`src/hw/rtl/bts_pkg.sv`:
```
// ----------------------------------------------------------------------------
// BER-TLV stream parser package
// Shared types and constants: parse phases, byte roles, error codes, queue
// and result words.
// ----------------------------------------------------------------------------
package bts_pkg;

   localparam int QUEUE_DEPTH = 2;

   localparam logic [4:0] TAG_MORE_BITS = 5'h1F;
   localparam logic [7:0] LEN_ONE_BYTE  = 8'h81;
   localparam logic [7:0] LEN_TWO_BYTES = 8'h82;

   typedef enum logic [6:0] {
      PH_TAG1  = 7'b0000001,
      PH_TAG2  = 7'b0000010,
      PH_TAG3  = 7'b0000100,
      PH_LEN1  = 7'b0001000,
      PH_LENX  = 7'b0010000,
      PH_VALUE = 7'b0100000,
      PH_ERROR = 7'b1000000
   } phase_type;

   typedef enum logic [1:0] {
      ROLE_TAG = 2'd0,
      ROLE_LEN = 2'd1,
      ROLE_VAL = 2'd2,
      ROLE_IGN = 2'd3
   } role_type;

   typedef enum logic [2:0] {
      ERR_NONE     = 3'd0,
      ERR_BAD_TAG  = 3'd1,
      ERR_BAD_LEN  = 3'd2,
      ERR_OVERRUN  = 3'd3,
      ERR_EMPTY    = 3'd4,
      ERR_TOO_DEEP = 3'd5
   } err_type;

   typedef struct packed {
      logic [7:0] data_byte;
      logic       last;
      logic       tag_more;
      logic       hi_bit;
      logic       cons_bit;
      logic       len_long;
   } q_word_type;

   typedef struct packed {
      logic [7:0]  echo_byte;
      role_type    byte_role;
      logic [23:0] tag_value;
      logic [15:0] value_length;
      logic        is_constructed;
      logic [3:0]  nest_depth;
      logic        header_done;
      logic        reported;
      logic        item_end;
      err_type     error_code;
      logic        structure_done;
   } rsp_word_type;

endpackage

```
`src/hw/rtl/bts_req_if.sv`:
```
// ----------------------------------------------------------------------------
// BER-TLV request channel
// Valid/ready channel carrying one structure byte and its last flag.
// ----------------------------------------------------------------------------
interface bts_req_if;
   logic       valid;
   logic       ready;
   logic [7:0] data_byte;
   logic       end_of_structure;

   modport source (output valid, output data_byte, output end_of_structure, input ready);
   modport sink   (input valid, input data_byte, input end_of_structure, output ready);
endinterface

```
`src/hw/rtl/bts_rsp_if.sv`:
```
// ----------------------------------------------------------------------------
// BER-TLV response channel
// Valid/ready channel carrying the description of one parsed byte.
// ----------------------------------------------------------------------------
interface bts_rsp_if;
   logic        valid;
   logic        ready;
   logic [7:0]  echo_byte;
   logic [1:0]  byte_role;
   logic [23:0] tag_value;
   logic [15:0] value_length;
   logic        is_constructed;
   logic [3:0]  nest_depth;
   logic        header_done;
   logic        reported;
   logic        item_end;
   logic [2:0]  error_code;
   logic        structure_done;

   modport source (
      output valid, output echo_byte, output byte_role, output tag_value,
      output value_length, output is_constructed, output nest_depth,
      output header_done, output reported, output item_end, output error_code,
      output structure_done, input ready
   );
   modport sink (
      input valid, input echo_byte, input byte_role, input tag_value,
      input value_length, input is_constructed, input nest_depth,
      input header_done, input reported, input item_end, input error_code,
      input structure_done, output ready
   );
endinterface

```
`src/hw/rtl/bts_front.sv`:
```
// ----------------------------------------------------------------------------
// BER-TLV front end
// Accepts request words, classifies each byte and queues it for the parser.
// ----------------------------------------------------------------------------
module bts_front (
   input  logic                clock,
   input  logic                reset,
   bts_req_if.sink             req_chan,
   output logic                q_valid,
   input  logic                q_ready,
   output bts_pkg::q_word_type q_word
);

   localparam int PW = (bts_pkg::QUEUE_DEPTH > 1) ? $clog2(bts_pkg::QUEUE_DEPTH) : 1;

   bts_pkg::q_word_type queue_ff [bts_pkg::QUEUE_DEPTH];
   bts_pkg::q_word_type word_in;
   logic [PW:0]         wr_ptr_ff, wr_ptr_in;
   logic [PW:0]         rd_ptr_ff, rd_ptr_in;
   logic                full, empty, push, pop;

   assign full  = (wr_ptr_ff[PW] != rd_ptr_ff[PW]) &&
                  (wr_ptr_ff[PW-1:0] == rd_ptr_ff[PW-1:0]);
   assign empty = (wr_ptr_ff == rd_ptr_ff);

   assign req_chan.ready = !full;
   assign push           = req_chan.valid && !full;
   assign q_valid        = !empty;
   assign pop            = q_valid && q_ready;
   assign q_word         = queue_ff[rd_ptr_ff[PW-1:0]];

   always_comb begin
      word_in.data_byte = req_chan.data_byte;
      word_in.last      = req_chan.end_of_structure;
      word_in.tag_more  = (req_chan.data_byte[4:0] == bts_pkg::TAG_MORE_BITS);
      word_in.hi_bit    = req_chan.data_byte[7];
      word_in.cons_bit  = req_chan.data_byte[5];
      word_in.len_long  = (req_chan.data_byte == bts_pkg::LEN_ONE_BYTE) ||
                          (req_chan.data_byte == bts_pkg::LEN_TWO_BYTES);
      wr_ptr_in = push ? wr_ptr_ff + (PW+1)'(1) : wr_ptr_ff;
      rd_ptr_in = pop  ? rd_ptr_ff + (PW+1)'(1) : rd_ptr_ff;
   end

   always_ff @(posedge clock) begin
      if (reset) begin
         wr_ptr_ff <= '0;
         rd_ptr_ff <= '0;
      end else begin
         wr_ptr_ff <= wr_ptr_in;
         rd_ptr_ff <= rd_ptr_in;
      end
   end

   always_ff @(posedge clock) begin
      if (push) begin
         queue_ff[wr_ptr_ff[PW-1:0]] <= word_in;
      end
   end

endmodule

```
`src/hw/rtl/bts_back.sv`:
```
// ----------------------------------------------------------------------------
// BER-TLV back end
// Parses one queued byte per cycle against the header, value and container
// state while the result register is free or being taken, and registers the result word.
// ----------------------------------------------------------------------------
module bts_back #(
   parameter int MAX_DEPTH = 8
) (
   input  logic                clock,
   input  logic                reset,
   input  logic                q_valid,
   output logic                q_ready,
   input  bts_pkg::q_word_type q_word,
   input  logic                csr_wr_en,
   input  logic                csr_wr_data,
   bts_rsp_if.source           rsp_chan
);

   localparam int DW = $clog2(MAX_DEPTH + 1);
   localparam int IW = (MAX_DEPTH > 1) ? $clog2(MAX_DEPTH) : 1;
   localparam logic [DW-1:0] DEPTH_LIMIT = DW'(MAX_DEPTH);

   bts_pkg::phase_type    phase_ff, phase_in;
   bts_pkg::err_type      err_ff, err_in;
   bts_pkg::err_type      code;
   bts_pkg::role_type     role;
   bts_pkg::rsp_word_type rsp_ff, rsp_in;

   logic [23:0]   tag_ff, tag_in;
   logic          cons_ff, cons_in;
   logic [15:0]   len_ff, len_in;
   logic [1:0]    lbl_ff, lbl_in;
   logic [15:0]   vbl_ff, vbl_in;
   logic [DW-1:0] open_ff, open_in;
   logic          prim_only_ff;
   logic          rsp_valid_ff, rsp_valid_in;
   logic [15:0]   rem_ff [MAX_DEPTH];

   logic [DW-1:0]    top_sum, cand;
   logic [IW-1:0]    top_idx, push_idx;
   logic [15:0]      top_rem, rem_dec, top_wdata;
   logic [16:0]      diff;
   logic [MAX_DEPTH-1:0] zero_vec;
   logic [DW+3:0]    depth_wide;
   logic             top_valid, advance, header, done_len, ignored;
   logic             ie, hd, top_wr, push, failed;

   assign top_valid = (open_ff != '0);
   assign top_sum   = open_ff - DW'(1);
   assign top_idx   = top_sum[IW-1:0];
   assign push_idx  = open_ff[IW-1:0];
   assign top_rem   = rem_ff[top_idx];
   assign rem_dec   = top_rem - 16'd1;

   assign q_ready = !rsp_valid_ff || rsp_chan.ready;
   assign advance = q_valid && q_ready;

   always_comb begin
      phase_in  = phase_ff;
      err_in    = err_ff;
      tag_in    = tag_ff;
      cons_in   = cons_ff;
      len_in    = len_ff;
      lbl_in    = lbl_ff;
      vbl_in    = vbl_ff;
      open_in   = open_ff;
      code      = bts_pkg::ERR_NONE;
      role      = bts_pkg::ROLE_IGN;
      header    = 1'b0;
      done_len  = 1'b0;
      ignored   = 1'b0;
      ie        = 1'b0;
      hd        = 1'b0;
      top_wr    = 1'b0;
      top_wdata = rem_dec;
      push      = 1'b0;
      cand      = '0;

      unique case (phase_ff)
         bts_pkg::PH_TAG1: begin
            role     = bts_pkg::ROLE_TAG;
            header   = 1'b1;
            tag_in   = {16'h0, q_word.data_byte};
            cons_in  = q_word.cons_bit;
            len_in   = '0;
            phase_in = q_word.tag_more ? bts_pkg::PH_TAG2 : bts_pkg::PH_LEN1;
         end
         bts_pkg::PH_TAG2: begin
            role     = bts_pkg::ROLE_TAG;
            header   = 1'b1;
            tag_in   = {tag_ff[15:0], q_word.data_byte};
            phase_in = q_word.hi_bit ? bts_pkg::PH_TAG3 : bts_pkg::PH_LEN1;
         end
         bts_pkg::PH_TAG3: begin
            role   = bts_pkg::ROLE_TAG;
            header = 1'b1;
            tag_in = {tag_ff[15:0], q_word.data_byte};
            if (q_word.hi_bit) begin
               code = bts_pkg::ERR_BAD_TAG;
            end else begin
               phase_in = bts_pkg::PH_LEN1;
            end
         end
         bts_pkg::PH_LEN1: begin
            role   = bts_pkg::ROLE_LEN;
            header = 1'b1;
            if (!q_word.hi_bit) begin
               len_in   = {8'h0, q_word.data_byte};
               lbl_in   = '0;
               done_len = 1'b1;
            end else if (q_word.len_long) begin
               len_in   = '0;
               lbl_in   = q_word.data_byte[1:0];
               phase_in = bts_pkg::PH_LENX;
            end else begin
               code = bts_pkg::ERR_BAD_LEN;
            end
         end
         bts_pkg::PH_LENX: begin
            role     = bts_pkg::ROLE_LEN;
            header   = 1'b1;
            len_in   = {len_ff[7:0], q_word.data_byte};
            lbl_in   = lbl_ff - 2'd1;
            done_len = (lbl_ff == 2'd1);
         end
         bts_pkg::PH_VALUE: begin
            role   = bts_pkg::ROLE_VAL;
            vbl_in = vbl_ff - 16'd1;
            if (vbl_ff == 16'd1) begin
               ie       = 1'b1;
               phase_in = bts_pkg::PH_TAG1;
            end
         end
         default: begin
            ignored = 1'b1;
         end
      endcase

      diff = {1'b0, top_rem} - {1'b0, len_in} - 17'd1;

      if (header && (code == bts_pkg::ERR_NONE)) begin
         if (top_valid && (top_rem == 16'd0)) begin
            code = bts_pkg::ERR_OVERRUN;
         end else if (done_len) begin
            if (cons_in && (len_in == 16'd0)) begin
               code = bts_pkg::ERR_EMPTY;
            end else if (top_valid && diff[16]) begin
               code = bts_pkg::ERR_OVERRUN;
            end else if (cons_in && (open_ff >= DEPTH_LIMIT)) begin
               code = bts_pkg::ERR_TOO_DEEP;
            end else begin
               hd        = 1'b1;
               top_wr    = top_valid;
               top_wdata = diff[15:0];
               if (cons_in) begin
                  push     = 1'b1;
                  open_in  = open_ff + DW'(1);
                  phase_in = bts_pkg::PH_TAG1;
               end else if (len_in == 16'd0) begin
                  ie       = 1'b1;
                  phase_in = bts_pkg::PH_TAG1;
               end else begin
                  vbl_in   = len_in;
                  phase_in = bts_pkg::PH_VALUE;
               end
            end
         end else begin
            top_wr = top_valid;
            if (top_valid && (rem_dec == 16'd0)) begin
               code = bts_pkg::ERR_OVERRUN;
            end
         end
      end

      // pop every container that has no bytes left, innermost first
      for (int i = 0; i < MAX_DEPTH; i++) begin
         zero_vec[i] = (top_wr && (top_idx == IW'(i))) ? (top_wdata == 16'd0)
                                                         : (rem_ff[i] == 16'd0);
         if ((DW'(i) < open_ff) && !zero_vec[i]) begin
            cand = DW'(i + 1);
         end
      end
      if (ie) begin
         open_in = cand;
      end

      if (q_word.last && !ignored && (code == bts_pkg::ERR_NONE) &&
          !((phase_in == bts_pkg::PH_TAG1) && (open_in == '0))) begin
         code = bts_pkg::ERR_OVERRUN;
      end
      failed = (code != bts_pkg::ERR_NONE);
      if (failed) begin
         phase_in = bts_pkg::PH_ERROR;
         err_in   = code;
      end

      depth_wide = {4'h0, open_ff};
      rsp_in.echo_byte      = q_word.data_byte;
      rsp_in.byte_role      = role;
      rsp_in.tag_value      = ignored ? 24'h0 : tag_in;
      rsp_in.value_length   = (role == bts_pkg::ROLE_LEN || role == bts_pkg::ROLE_VAL) ?
                              len_in : 16'h0;
      rsp_in.is_constructed = !ignored && cons_in;
      rsp_in.nest_depth     = ignored ? 4'h0 : depth_wide[3:0];
      rsp_in.header_done    = hd && !failed;
      rsp_in.reported       = !ignored && (!cons_in || !prim_only_ff);
      rsp_in.item_end       = ie && !failed;
      rsp_in.error_code     = err_in;
      rsp_in.structure_done = q_word.last;

      if (q_word.last) begin
         phase_in = bts_pkg::PH_TAG1;
         err_in   = bts_pkg::ERR_NONE;
         tag_in   = '0;
         cons_in  = 1'b0;
         len_in   = '0;
         lbl_in   = '0;
         vbl_in   = '0;
         open_in  = '0;
      end

      if (advance) begin
         rsp_valid_in = 1'b1;
      end else if (rsp_chan.ready) begin
         rsp_valid_in = 1'b0;
      end else begin
         rsp_valid_in = rsp_valid_ff;
      end
   end

   always_ff @(posedge clock) begin
      if (reset) begin
         phase_ff     <= bts_pkg::PH_TAG1;
         err_ff       <= bts_pkg::ERR_NONE;
         tag_ff       <= '0;
         cons_ff      <= 1'b0;
         len_ff       <= '0;
         lbl_ff       <= '0;
         vbl_ff       <= '0;
         open_ff      <= '0;
         prim_only_ff <= 1'b0;
         rsp_valid_ff <= 1'b0;
      end else begin
         if (advance) begin
            phase_ff <= phase_in;
            err_ff   <= err_in;
            tag_ff   <= tag_in;
            cons_ff  <= cons_in;
            len_ff   <= len_in;
            lbl_ff   <= lbl_in;
            vbl_ff   <= vbl_in;
            open_ff  <= open_in;
         end
         if (csr_wr_en) begin
            prim_only_ff <= csr_wr_data;
         end
         rsp_valid_ff <= rsp_valid_in;
      end
   end

   always_ff @(posedge clock) begin
      if (advance) begin
         rsp_ff <= rsp_in;
         for (int i = 0; i < MAX_DEPTH; i++) begin
            if (push && (push_idx == IW'(i))) begin
               rem_ff[i] <= len_in;
            end else if (top_wr && (top_idx == IW'(i))) begin
               rem_ff[i] <= top_wdata;
            end
         end
      end
   end

   assign rsp_chan.valid          = rsp_valid_ff;
   assign rsp_chan.echo_byte      = rsp_ff.echo_byte;
   assign rsp_chan.byte_role      = rsp_ff.byte_role;
   assign rsp_chan.tag_value      = rsp_ff.tag_value;
   assign rsp_chan.value_length   = rsp_ff.value_length;
   assign rsp_chan.is_constructed = rsp_ff.is_constructed;
   assign rsp_chan.nest_depth     = rsp_ff.nest_depth;
   assign rsp_chan.header_done    = rsp_ff.header_done;
   assign rsp_chan.reported       = rsp_ff.reported;
   assign rsp_chan.item_end       = rsp_ff.item_end;
   assign rsp_chan.error_code     = rsp_ff.error_code;
   assign rsp_chan.structure_done = rsp_ff.structure_done;

endmodule

```
`src/hw/rtl/ber_tlv_stream_parser_top.sv`:
```
// A request word is written into the queue, then parsed into the result register on rsp.
// The back end parses one word per cycle while its result register is free or being taken.
// A two-word queue between front and back lets each side stall on its own.
// Reset (synchronous, active high) empties the queue and the result register,
// returns the parser to the first tag byte and clears primitive_only.
// ----------------------------------------------------------------------------
// BER-TLV stream parser top level
// Byte-serial BER-TLV parser: classifying front end, queue, parsing back end.
// ----------------------------------------------------------------------------
module ber_tlv_stream_parser_top #(
   parameter int MAX_DEPTH = 8
) (
   input  logic      clock,
   input  logic      reset,
   bts_req_if.sink   req_chan,
   bts_rsp_if.source rsp_chan,
   input  logic      csr_wr_en,
   input  logic      csr_wr_data
);

   logic                q_valid;
   logic                q_ready;
   bts_pkg::q_word_type q_word;

   bts_front u_front (
      .clock    (clock),
      .reset    (reset),
      .req_chan (req_chan),
      .q_valid  (q_valid),
      .q_ready  (q_ready),
      .q_word   (q_word)
   );

   bts_back #(
      .MAX_DEPTH (MAX_DEPTH)
   ) u_back (
      .clock       (clock),
      .reset       (reset),
      .q_valid     (q_valid),
      .q_ready     (q_ready),
      .q_word      (q_word),
      .csr_wr_en   (csr_wr_en),
      .csr_wr_data (csr_wr_data),
      .rsp_chan    (rsp_chan)
   );

endmodule

```
`src/flat_wrapper.sv`:
```
// flat-port wrapper written by rule: the top's interface ports become plain ports
module ber_tlv_stream_parser_top_flat 
#(
   parameter int MAX_DEPTH = 8
)
  (clock, reset, csr_wr_en, csr_wr_data, req_chan_valid, req_chan_data_byte, req_chan_end_of_structure, req_chan_ready, rsp_chan_valid, rsp_chan_echo_byte, rsp_chan_byte_role, rsp_chan_tag_value, rsp_chan_value_length, rsp_chan_is_constructed, rsp_chan_nest_depth, rsp_chan_header_done, rsp_chan_reported, rsp_chan_item_end, rsp_chan_error_code, rsp_chan_structure_done, rsp_chan_ready);
  bts_req_if req_chan_i ();
  bts_rsp_if rsp_chan_i ();
  input  logic clock;
  input  logic reset;
  input  logic csr_wr_en;
  input  logic csr_wr_data;
  input wire logic [$bits(req_chan_i.valid)-1:0] req_chan_valid;
  input wire logic [$bits(req_chan_i.data_byte)-1:0] req_chan_data_byte;
  input wire logic [$bits(req_chan_i.end_of_structure)-1:0] req_chan_end_of_structure;
  output wire logic [$bits(req_chan_i.ready)-1:0] req_chan_ready;
  output wire logic [$bits(rsp_chan_i.valid)-1:0] rsp_chan_valid;
  output wire logic [$bits(rsp_chan_i.echo_byte)-1:0] rsp_chan_echo_byte;
  output wire logic [$bits(rsp_chan_i.byte_role)-1:0] rsp_chan_byte_role;
  output wire logic [$bits(rsp_chan_i.tag_value)-1:0] rsp_chan_tag_value;
  output wire logic [$bits(rsp_chan_i.value_length)-1:0] rsp_chan_value_length;
  output wire logic [$bits(rsp_chan_i.is_constructed)-1:0] rsp_chan_is_constructed;
  output wire logic [$bits(rsp_chan_i.nest_depth)-1:0] rsp_chan_nest_depth;
  output wire logic [$bits(rsp_chan_i.header_done)-1:0] rsp_chan_header_done;
  output wire logic [$bits(rsp_chan_i.reported)-1:0] rsp_chan_reported;
  output wire logic [$bits(rsp_chan_i.item_end)-1:0] rsp_chan_item_end;
  output wire logic [$bits(rsp_chan_i.error_code)-1:0] rsp_chan_error_code;
  output wire logic [$bits(rsp_chan_i.structure_done)-1:0] rsp_chan_structure_done;
  input wire logic [$bits(rsp_chan_i.ready)-1:0] rsp_chan_ready;
  assign req_chan_i.valid = req_chan_valid;
  assign req_chan_i.data_byte = req_chan_data_byte;
  assign req_chan_i.end_of_structure = req_chan_end_of_structure;
  assign req_chan_ready = req_chan_i.ready;
  assign rsp_chan_valid = rsp_chan_i.valid;
  assign rsp_chan_echo_byte = rsp_chan_i.echo_byte;
  assign rsp_chan_byte_role = rsp_chan_i.byte_role;
  assign rsp_chan_tag_value = rsp_chan_i.tag_value;
  assign rsp_chan_value_length = rsp_chan_i.value_length;
  assign rsp_chan_is_constructed = rsp_chan_i.is_constructed;
  assign rsp_chan_nest_depth = rsp_chan_i.nest_depth;
  assign rsp_chan_header_done = rsp_chan_i.header_done;
  assign rsp_chan_reported = rsp_chan_i.reported;
  assign rsp_chan_item_end = rsp_chan_i.item_end;
  assign rsp_chan_error_code = rsp_chan_i.error_code;
  assign rsp_chan_structure_done = rsp_chan_i.structure_done;
  assign rsp_chan_i.ready = rsp_chan_ready;
  ber_tlv_stream_parser_top #(.MAX_DEPTH(MAX_DEPTH)) u_core (.clock(clock), .reset(reset), .req_chan(req_chan_i), .rsp_chan(rsp_chan_i), .csr_wr_en(csr_wr_en), .csr_wr_data(csr_wr_data));
endmodule
```
`config.mk`:
```
export PLATFORM = sky130hd
export DESIGN_NAME = ber_tlv_stream_parser_top_flat
export DESIGN_NICKNAME = d
export VERILOG_FILES = /design/src/hw/rtl/bts_pkg.sv /design/src/hw/rtl/bts_req_if.sv /design/src/hw/rtl/bts_rsp_if.sv /design/src/hw/rtl/bts_front.sv /design/src/hw/rtl/bts_back.sv /design/src/hw/rtl/ber_tlv_stream_parser_top.sv /design/src/flat_wrapper.sv
export SDC_FILE = /design/constraint.sdc
export NUM_CORES = 1
export LEC_CHECK = 0
export BUFFER_PORTS_ARGS = -buffer_cell sky130_fd_sc_hd__buf_2
export CORE_AREA = 5 5 217 219
export DETAILED_ROUTE_END_ITERATION = 8
export DIE_AREA = 0 0 222 224
export GPL_TIMING_DRIVEN = 0
export SKIP_LAST_GASP = 1
export SLEW_MARGIN = 5
export SYNTH_ARGS = -nofsm -noshare
export SYNTH_HDL_FRONTEND = slang
export SYNTH_SLANG_ARGS = --single-unit
```
`constraint.sdc`:
```
create_clock -name clock -period 21.1 [get_ports clock]
set_clock_uncertainty 0.2 [all_clocks]
set_input_delay 4.22 -clock clock [delete_from_list [all_inputs] [get_ports clock]]
set_output_delay 4.22 -clock clock [all_outputs]
set_load 0.05 [all_outputs]
```
==> reports/results.ini, run 1 <==
[outcome]
status = finished clean

[power]
vdd_drop_max_mv = 0.1039
switchingPower_w = 0.001223
p_int_w = 0.001439
combPwrFrac_pct = 47.7
switching_share_pct = 45.93
powerDensity_mw_per_mm2 = 138.1
clockPowerShare_pct = 23.0
leakagePower_nw = 6.416
p_seq_share_pct = 29.3

[floorplan]
coreArea_sq_mm = 0.04489
num_rows = 78
die_w_microns = 222
start_util_pct = 37.43
die_h_microns = 224
die_area_sq_mm = 0.04973
io_pins = 79

[setup_path]
rr_startpoint = u_core.u_back.open_ff[0]
cpPeakStageDelay_ps = 980
cp_common_cell = buf_6
critPathLaunchType = flop
cp_max_fo = 12
cp_data_required_time_ps = 21150
rrSetupSlack_ps = 11050
crit_arrival_ps = 10100
cpMaxStageDelayCell = nor4_2
end_kind = flop
r2r-end = u_core.u_back.rsp_chan.header_done
path_class = flop to flop
r2r_cells = 28

[grt]
grt_start_max_net_pins = 26
grtUsageTotal_pct = 23.26
antenna_found_initial = 0
grt_pass1_vias = 14280
grt_pass1_wl_microns = 89770
globalRouteOverflowTotal = 0

[clocking]
cts_buffers = 35
cts_tree = built
clock_sinks = 292
clk-insertion-delay-late_ps = 560
postCtsSetupBuffers = 0
cts_hold_buf = 0
root_buffer = clkbuf_16
cts.reportedPaths.clkPinSlew_ps = 60
htree_levels = 2
cts_resized = 0
clockBufferDepth = 3

[final_layout]
fin_area_sq_mm = 0.01927
drive_gt1_share_pct = 12.48
nets = 1913
area_growth_pct = 14.68
fill_cells = 4386

[sta]
final.min_clock_period_ps = 10050
fin_setup_tns_ps = 0
hold_viol_final = 0
max_slew_margin_pct = 18.65
rsz0062_at_grt = no
post-route-period-util_pct = 47.64
drv_slew = 0
tightest_slew_ps = 1220
final-setup-viol-count = 0
max_clock_freq_ghz = 0.09948

[logic_synthesis]
async_flop_share_pct = 0
ys_warn_count = 0
syn_nets = 1790
synthCells = 1741
ys_ff_latch = 292
ys_seq_area_share_pct = 47.42
syn_area_sq_mm = 0.01680
synthFlopType = edfxtp_1
synth_area_per_cell_sq_um = 9.652
yosysUniqueCellTypes = 93
synth_enable_flop_cells = 212

[routing]
wirelength_microns = 60130
vias = 14960
wl_per_cell_microns = 24.13
via_per_inst = 6.004
drt-pass1-iter-count = 6
final_antenna_net_count = 0
post-route-drc-count = 0
drt_first_iter_violations = 1743

[placement]
port_buffers = 77
placed_area_sq_mm = 0.01812
dpl.hpwl_microns = 46050
routabilityCongestion = 0.9918

[worst_hold_path]
holdPathEnd = u_core.u_back.len_ff[14]
worst_hold_startpoint = u_core.u_back.len_ff[14]
worstHoldPathCells = 2
hp-class = flop to flop

[flow_run]
cap_violations = 0

[cell usage after synthesis, types with 12 or more instances]
| master | number | area share [%] |
|---|---|---|
| a21oi_1 | 109 | 3.2 |
| xor2_1 | 13 | 0.68 |
| ha_1 | 33 | 2.5 |
| nor3_1 | 47 | 1.4 |
| nand3_1 | 54 | 1.6 |
| nand2b_1 | 24 | 0.89 |
| mux2_2 | 12 | 0.80 |
| xnor2_1 | 25 | 1.3 |
| mux4_2 | 18 | 2.4 |
| edfxtp_1 | 212 | 38 |
| dfxtp_1 | 80 | 9.5 |
| mux2i_1 | 62 | 3.7 |
| a22oi_1 | 61 | 2.7 |
| nor2b_1 | 31 | 1.2 |
| nand2_1 | 244 | 5.5 |
| o21ai_0 | 154 | 4.6 |
| nor2_1 | 177 | 4.0 |
| clkbuf_1 | 72 | 1.6 |
| inv_1 | 30 | 0.67 |
| nor4_1 | 39 | 1.5 |
[registers in the layout, indices dropped and copies added, names as in the netlist, 2 cells and up, named ones only]
name,cells
u_core.u_back.len_ff,16
u_core.u_back.rsp_chan.echo_byte,8
u_core.u_back.rsp_chan.nest_depth,4
u_core.u_back.lbl_ff,2
u_core.u_back.rsp_chan.tag_value,24
u_core.u_back.tag_ff,24
u_core.u_front.rd_ptr_ff,2
u_core.u_back.rsp_chan.value_length,16
u_core.u_back.open_ff,4
u_core.u_back.rsp_chan.error_code,3
u_core.u_back.vbl_ff,16
u_core.u_back.phase_ff,7
u_core.u_front.queue_ff,22
u_core.u_front.wr_ptr_ff,2
u_core.u_back.rem_ff,128
u_core.u_back.err_ff,3
u_core.u_back.rsp_chan.byte_role,2
[worst max-delay path, delay by kind of cell, from the launching register on]
family,cells,cell delay [ps]
fa+ha+maj,3,1110
simple gates,8,2610
flops,1,560
buf+inv,9,2640
mux,1,280
compound gates,7,2320
[logic make-up (layout without fill, tap and decap cells)]
logic type	after synthesis	count (layout)	share of synthesized area, %
buf+inv	133	283	3.656
mux	103	103	8.488
fa+ha+maj	34	34	2.576
other cells	0	1	0
xor+xnor	38	38	1.981
compound gates	424	424	15.35
simple gates	717	717	20.54
flops	292	292	47.42
[through the flow]
step / std cells / total power [W] / util (%) / hold WS, ps / setup slack [ps]
after floorplan: 1741 / 0.001661 / - / 243.5 / 13650
after global placement: 2418 / 0.002023 / 39.96 / 260.6 / 10840
after detailed placement: 2427 / 0.002043 / 40.37 / 263.0 / 11310
after CTS: 2491 / 0.002653 / 42.92 / 270.7 / 11270
after global routing: 2491 / 0.002778 / 42.92 / 298.3 / 10630
final: 2492 / 0.002661 / 42.93 / 274.9 / 11050
[power groups by stage]
stage / logic, W / clock network (W) / registers, W
4_1_cts: 0.00126 / 0.000617 / 0.000780
2_1_floorplan: 0.000647 / 0 / 0.00101
5_1_grt: 0.00135 / 0.000643 / 0.000787
3_3_place_gp: 0.00122 / 0 / 0.000803
3_5_place_dp: 0.00125 / 0 / 0.000792
6_report: 0.00127 / 0.000613 / 0.000779
[layout by cell type (no fill, tap or decap), types with 10 or more instances in the layout]
cell type / instances
nand3_1: 54
a21oi_1: 101
a211oi_1: 10
clkbuf_1: 81
dfxtp_1: 80
nor4_1: 38
xor2_1: 13
mux2_2: 12
nor3_1: 47
nand2_1: 244
nor2b_1: 31
nand2b_1: 24
mux4_2: 18
and3_1: 11
buf_2: 84
ha_1: 33
xnor2_1: 25
a22oi_1: 61
nor2_1: 177
buf_6: 14
o21ai_0: 154
or2_2: 11
a21oi_2: 10
clkbuf_16: 36
mux2i_1: 61
inv_1: 30
edfxtp_1: 212
[worst max path at each step]
stage	start	to	slack (ps)	depth (start not counted)
2_1_floorplan	rsp_chan_ready	u_core.u_back.rsp_chan.byte_role[0]	13650	6
3_3_place_gp	u_core.u_back.open_ff[0]	u_core.u_back.rsp_chan.error_code[2]	10840	28
3_5_place_dp	u_core.u_back.open_ff[0]	u_core.u_back.rsp_chan.header_done	11310	28
4_1_cts	u_core.u_back.open_ff[0]	u_core.u_back.rsp_chan.error_code[2]	11270	28
5_1_grt	u_core.u_back.open_ff[0]	u_core.u_back.rsp_chan.error_code[2]	10630	28
6_report	u_core.u_back.open_ff[0]	u_core.u_back.rsp_chan.header_done	11050	28
[routing by layer]
metal	share of wire, %	vias up	track usage, %
li1	-	6738	-
met3	8.7	136	3.958
met2	46	740	38.08
met4	3.4	0	8.053
met5	0	-	0
met1	42	7349	31.49
[area by class of cell]
| type | instances | area [sq um] | share of cell area (%) |
|---|---|---|---|
| multi-input cells | 1316 | 8268 | 42.90 |
| flip-flops and latches | 292 | 7968 | 41.35 |
| clock buffers | 48 | 975.9 | 5.064 |
| well taps | 600 | 750.7 | 3.896 |
| repair buffers | 86 | 523.0 | 2.714 |
| plain buffers | 99 | 488.0 | 2.532 |
| clock inverters | 16 | 167.7 | 0.8700 |
| inverters | 34 | 127.6 | 0.6622 |
| diodes | 1 | 2.502 | 0.01299 |
Note: power is estimated with default switching activity, not from simulation.
==> inputs of run 2 (changes only) <==
--- a/config.mk
+++ b/config.mk
@@ -5,6 +5,7 @@
 export SDC_FILE = /design/constraint.sdc
 export NUM_CORES = 1
 export LEC_CHECK = 0
+export ABC_AREA = 1
 export BUFFER_PORTS_ARGS = -buffer_cell sky130_fd_sc_hd__buf_2
 export CORE_AREA = 5 5 217 219
 export DETAILED_ROUTE_END_ITERATION = 8
==> constraint.sdc (replaced) <==
create_clock -name clock -period 10.4 [get_ports clock]
set_clock_uncertainty 0.2 [all_clocks]
set_input_delay 2.08 -clock clock [delete_from_list [all_inputs] [get_ports clock]]
set_output_delay 2.08 -clock clock [all_outputs]
set_load 0.05 [all_outputs]
==> reports/results.ini, run 2 <==
[setup_path]
path_class = flop to flop
cp_data_required_time_ps = 10480  ; -10,670 ps
path_buf_inv = 11  ; +2
cpMaxStageDelayCell = nor3_2
crit_arrival_ps = 7550  ; -2550 ps
end_kind = flop
cp_top_family = buffers and inverters
cpPeakStageDelay_ps = 620  ; -360 ps
critPathLaunchType = flop
cp_max_fo = 12  ; unchanged

[clocking]
clockBufferDepth = 3  ; unchanged
cts_tree = built
cts.reportedPaths.clkPinSlew_ps = 60  ; about the same
clk-insertion-delay-late_ps = 560  ; about the same
cts_hold_buf = 0  ; unchanged
clock_sinks = 292  ; unchanged
htree_levels = 2  ; unchanged
cts_buffers = 36  ; +2.9%
postCtsSetupBuffers = 0  ; unchanged
cts_resized = 0  ; unchanged
root_buffer = clkbuf_16

[placement]
port_buffers = 78  ; +1.3%
place_ws_ps = 3053  ; -8253 ps
routabilityCongestion = 0.9364  ; -5.6%
dp.cells = 2824  ; +16%
dpl.hpwl_microns = 45670  ; -0.84%
placed_area_sq_mm = 0.01806  ; -0.37%

[logic_synthesis]
syn_area_sq_mm = 0.01678  ; -0.15%
synthCells = 2139  ; +23%
ys_warn_count = 0  ; unchanged
ys_ff_latch = 292  ; unchanged
yosysTopAreaCell = edfxtp_1
synth.most_common_cell = nand2_1
synthTopCellsByArea = edfxtp_1, nand2_1, dfxtp_1, o21ai_0, nor2_1
synth_enable_flop_cells = 212  ; unchanged
synthFlopType = edfxtp_1
synth_common_cells = nand2_1, nor2_1, edfxtp_1, o21ai_0, inv_1
syn_nets = 2188  ; +22%
yosys.area.top_type_share_pct = 37.94  ; +0.057 points
synth_area_per_cell_sq_um = 7.844  ; -19%
ys_seq_area_share_pct = 47.49  ; +0.071 points
async_flop_share_pct = 0  ; unchanged
yosysUniqueCellTypes = 52  ; -44%

[worst_hold_path]
hp-class = flop to flop

[final_layout]
area_growth_pct = 14.79  ; about the same
nets = 2311  ; +21%
most-common-layout-cells = nand2_1, nor2_1, edfxtp_1
largest_register = u_core.u_back.rem_ff
stdcell_count = 2889  ; +16%
final_common_cell = nand2_1
diodes = 0  ; -1
fill_cells = 4583  ; +4.5%
drive_gt1_share_pct = 10.57  ; -1.9 points
largest_reg_flops = 128  ; unchanged
fin_area_sq_mm = 0.01926  ; about the same

[routing]
post-route-drc-count = 0  ; unchanged
via_per_inst = 5.553  ; -7.5%
drt-pass1-iter-count = 6  ; unchanged
final_antenna_net_count = 0  ; unchanged
wl_per_cell_microns = 21.40  ; -11%
drt_first_iter_violations = 1654  ; -5.1%
vias = 16040  ; +7.2%
wirelength_microns = 61810  ; +2.8%

[grt]
grtUsageTotal_pct = 23.87  ; +0.61 points
grt_pass1_wl_microns = 92370  ; +2.9%
antenna_found_initial = 0  ; unchanged
globalRouteOverflowTotal = 0  ; unchanged
grt_pass1_vias = 15520  ; +8.6%
grt_start_max_net_pins = 66  ; +150%

[floorplan]
num_rows = 78  ; unchanged
die_area_sq_mm = 0.04973  ; unchanged
die_w_microns = 222  ; unchanged
start_util_pct = 37.37  ; -0.056 points
coreArea_sq_mm = 0.04489  ; unchanged
die_h_microns = 224  ; unchanged
io_pins = 79  ; unchanged

[outcome]
status = finished clean

[power]
powerDensity_mw_per_mm2 = 264.9  ; +92%
vdd_drop_max_mv = 0.3207  ; +210%
leakagePower_nw = 7.546  ; +18%

[flow_run]
cap_violations = 0  ; unchanged

[sta]
drv_slew = 0  ; unchanged
post-route-period-util_pct = 71.75  ; +24 points
max_clock_freq_ghz = 0.1340  ; +35%
max_slew_margin_pct = 3.671  ; -15 points
final.min_clock_period_ps = 7462  ; -2590 ps
tightest_slew_ps = 1440  ; +219.3 ps
final-setup-viol-count = 0  ; unchanged
setup_slack_ps = 2938  ; -8110 ps
rsz0062_at_grt = no
hold_viol_final = 0  ; unchanged
fin_setup_tns_ps = 0  ; unchanged

[run 2: cell types whose count changed after synthesis, sizes merged, moves of 25 or more]
cell / delta
inv: +178
o21ai: +93
nor2: +66
mux2i: -62
a22oi: -61
nor2b: -32
nor3: -25
nand3: +53
mux4: -27
nand2: +326
[run 2: worst min-delay path: cells and delay by family (launching register included)]
kind | cells | cell delay, ps
flip-flops | 1 | 310
AO/OA/AOI/OAI | 1 | 50
AND/OR/NAND/NOR | 1 | 60
[run 2: cell families after synthesis]
group	count (synthesis)	synth area share [%]
AO/OA/AOI/OAI	434	14.01
XOR/XNOR	39	2.036
adder cells (fa/ha/maj)	34	2.580
buffers and inverters	313	7.867
flip-flops	292	47.49
multiplexers	1	0.05966
AND/OR/NAND/NOR	1026	25.96
[run 2: path summary, 6_finish.rpt]
path	startpoint	end	slack, ps	cells past startpoint
worst min register to register	u_core.u_back.cons_ff	u_core.u_back.cons_ff	270	2
worst min-delay path	u_core.u_back.cons_ff	u_core.u_back.cons_ff	270	2
worst max-delay path	u_core.u_back.open_ff[0]	u_core.u_back.rsp_chan.header_done	2940	34
worst max register to register	u_core.u_back.open_ff[0]	u_core.u_back.rsp_chan.header_done	2940	34
[run 2: through the flow]
step	hold slack, ps	util [%]	total power [W]
after global routing	279.2	42.90	0.005345
after detailed placement	255.5	40.23	0.003808
after floorplan	242.0	-	0.003120
after CTS	264.5	42.90	0.005104
final	266.8	42.90	0.005103
after global placement	251.3	39.92	0.003761
[run 2: area by class of cell]
| type | count | area [sq um] | area share, % |
|---|---|---|---|
| sequential | 292 | 7968 | 41.37 |
| multi-input combinational | 1534 | 7523 | 39.06 |
| clock buffer | 50 | 994.7 | 5.165 |
| inverter | 209 | 784.5 | 4.073 |
| tap | 600 | 750.7 | 3.898 |
| buffer | 104 | 538.0 | 2.793 |
| timing repair buffer | 85 | 496.7 | 2.579 |
| clock inverter | 15 | 203.9 | 1.059 |
[run 2: metal layers]
layer  vias to the layer above  track usage [%]  share of wire (%)
met5                         -                0                  0
met1                      7599            30.32                 40
met2                       804            39.82                 47
li1                       7444                -                  -
met4                         0            11.37                4.8
met3                       197            4.089                7.9
[run 2: power by group]
part | total (W) | internal [W] | switching (W)
Clock | 0.00129 | 0.000774 | 0.000519
Sequential | 0.00162 | 0.00154 | 0.0000776
Combinational | 0.00219 | 0.000490 | 0.00170
==> inputs of run 3 (changes only) <==
==> constraint.sdc (replaced) <==
create_clock -name clock -period 7.35 [get_ports clock]
set_clock_uncertainty 0.2 [all_clocks]
set_input_delay 1.47 -clock clock [delete_from_list [all_inputs] [get_ports clock]]
set_output_delay 1.47 -clock clock [all_outputs]
set_load 0.05 [all_outputs]
==> reports/results.ini, run 3 (same netlist as run 2, synthesis figures left out) <==
[setup_path]
crit_end = u_core.u_back.err_ff[1]
r2r-end = u_core.u_back.err_ff[1]
crit_arrival_ps = 7170  ; -380 ps
cpMaxStageDelayCell = fa_1
path_class = flop to flop
r2r_cells = 38  ; +12%
setup.worst_path.start = u_core.u_back.open_ff[0]
end_kind = flop
cpPeakStageDelay_ps = 450  ; -170 ps
rrSetupSlack_ps = 400  ; -2540 ps
critPathLaunchType = flop
cp_common_cell = nand2_1
rr_startpoint = u_core.u_back.open_ff[0]
cp_max_fo = 16  ; +4
cp_data_required_time_ps = 7560  ; -2920 ps

[routing]
post-route-drc-count = 0  ; unchanged
final_antenna_net_count = 0  ; unchanged
wl_per_cell_microns = 21.37  ; -0.10%
via_per_inst = 5.565  ; +0.21%
drt_first_iter_violations = 1647  ; -0.42%
drt-pass1-iter-count = 6  ; unchanged
wirelength_microns = 61730  ; -0.14%
vias = 16070  ; +0.17%

[placement]
routabilityCongestion = 0.9364  ; unchanged
port_buffers = 78  ; unchanged
dpl.hpwl_microns = 45670  ; unchanged
placed_area_sq_mm = 0.01806  ; unchanged

[final_layout]
fill_cells = 4574  ; -0.20%
nets = 2310  ; -0.043%
multi_input_area_sq_mm = 0.007537  ; +0.18%
drive_gt1_share_pct = 10.66  ; +0.092 points
diodes = 0  ; unchanged
fin_area_sq_mm = 0.01928  ; +0.10%
regArea_sq_mm = 0.007970  ; about the same
finish.utilization_pct = 42.95  ; +0.045 points
most-common-layout-cells = nand2_1, nor2_1, edfxtp_1
final_common_cell = nand2_1
largest_register = u_core.u_back.rem_ff
area_growth_pct = 14.91
largest_reg_flops = 128  ; unchanged

[clocking]
clk-insertion-delay-late_ps = 550  ; about the same
cts_tree = built
root_buffer = clkbuf_16
cts.reportedPaths.clkPinSlew_ps = 60  ; about the same
postCtsSetupBuffers = 0  ; unchanged
clock_sinks = 292  ; unchanged
cts_buffers = 36  ; unchanged
clockBufferDepth = 3  ; unchanged
htree_levels = 2  ; unchanged

[sta]
final-setup-viol-count = 0  ; unchanged
drv_slew = 0  ; unchanged
tightest_slew_ps = 1377  ; -62.23 ps
max_slew_margin_pct = 7.835  ; +4.2 points
final.min_clock_period_ps = 6952  ; -510.1 ps
rsz0062_at_grt = no
hold_viol_final = 0  ; unchanged
post-route-period-util_pct = 94.59  ; +23 points
whs_ps = 267.1  ; +0.2720 ps
max_clock_freq_ghz = 0.1438  ; +7.3%

[grt]
antenna_found_initial = 0  ; unchanged
grtUsageTotal_pct = 23.87  ; unchanged
grt_start_max_net_pins = 66  ; unchanged
grt_pass1_vias = 15520  ; unchanged
globalRouteOverflowTotal = 0  ; unchanged
grt_pass1_wl_microns = 92370  ; unchanged

[power]
clockPowerShare_pct = 25.3  ; about the same
leakagePower_nw = 7.554  ; +0.10%
combPwrFrac_pct = 43.0  ; about the same
switching_share_pct = 45.10  ; +0.055 points
p_seq_share_pct = 31.6  ; about the same
p_int_w = 0.003968  ; +42%
powerDensity_mw_per_mm2 = 374.9  ; +42%
switchingPower_w = 0.003260  ; +42%
vdd_drop_max_mv = 0.4535  ; +41%

[worst_hold_path]
hp-class = flop to flop
worstHoldPathCells = 2  ; unchanged

[flow_run]
cap_violations = 0  ; unchanged

[floorplan]
start_util_pct = 37.37  ; unchanged
num_rows = 78  ; unchanged
coreArea_sq_mm = 0.04489  ; unchanged
io_pins = 79  ; unchanged
die_w_microns = 222  ; unchanged
die_area_sq_mm = 0.04973  ; unchanged
die_h_microns = 224  ; unchanged

[outcome]
status = finished clean

run 3: power by group through the flow:
stage | combinational, W | sequential, W | clock [W]
2_1_floorplan | 0.00148 | 0.00293 | 0
3_3_place_gp | 0.00300 | 0.00233 | 0
3_5_place_dp | 0.00307 | 0.00232 | 0
4_1_cts | 0.00309 | 0.00229 | 0.00185
5_1_grt | 0.00334 | 0.00231 | 0.00192
6_report | 0.00311 | 0.00229 | 0.00183
run 3: final cells by class:
class / count / area share [%]
inverter: 209 / 4.082
clock inverter: 15 / 1.058
sequential: 292 / 41.34
timing repair buffer: 85 / 2.576
multi-input combinational: 1534 / 39.09
clock buffer: 50 / 5.159
buffer: 103 / 2.797
tap: 600 / 3.894
run 3: critical path: cells and delay by family (launching register included):
kind / cells / cell delay [ps]
adder cells (fa/ha/maj): 4 / 1240
AND/OR/NAND/NOR: 19 / 2340
AO/OA/AOI/OAI: 6 / 1000
flip-flops: 1 / 430
buffers and inverters: 9 / 1550
run 3: metal layers:
metal	track usage (%)	vias up	wire length, microns
li1	-	7452	-
met1	30.32	7574	24360
met2	39.82	845	29090
met3	4.089	201	5244
met4	11.37	0	3034
met5	0	-	0
run 3: worst min path at each step:
stage	startpoint	end	slack, ps
2_1_floorplan	u_core.u_back.err_ff[0]	u_core.u_back.err_ff[0]	240
3_3_place_gp	u_core.u_back.tag_ff[15]	u_core.u_back.tag_ff[15]	250
3_5_place_dp	u_core.u_back.tag_ff[10]	u_core.u_back.tag_ff[10]	260
4_1_cts	u_core.u_back.tag_ff[10]	u_core.u_back.tag_ff[10]	260
5_1_grt	u_core.u_back.lbl_ff[1]	u_core.u_back.lbl_ff[1]	280
6_report	u_core.u_back.cons_ff	u_core.u_back.cons_ff	270
run 3: timing repair:
item                       4_1_cts  5_1_grt
setup endpoints to repair        2      164
pin swaps                        0        0
gates resized for setup          1       10
hold buffers                     0        0
run 3: per-stage QoR:
stage                     std cells  total power [W]  TNS, ps  worst slack [ps]
final                          2888         0.007228        0             397.6
after global placement         2817         0.005322   -19970            -295.3
after CTS                      2889         0.007229        0             61.83
after detailed placement       2824         0.005388        0             2.576
after floorplan                2139         0.004414        0              1527
after global routing           2888         0.007569        0             68.17
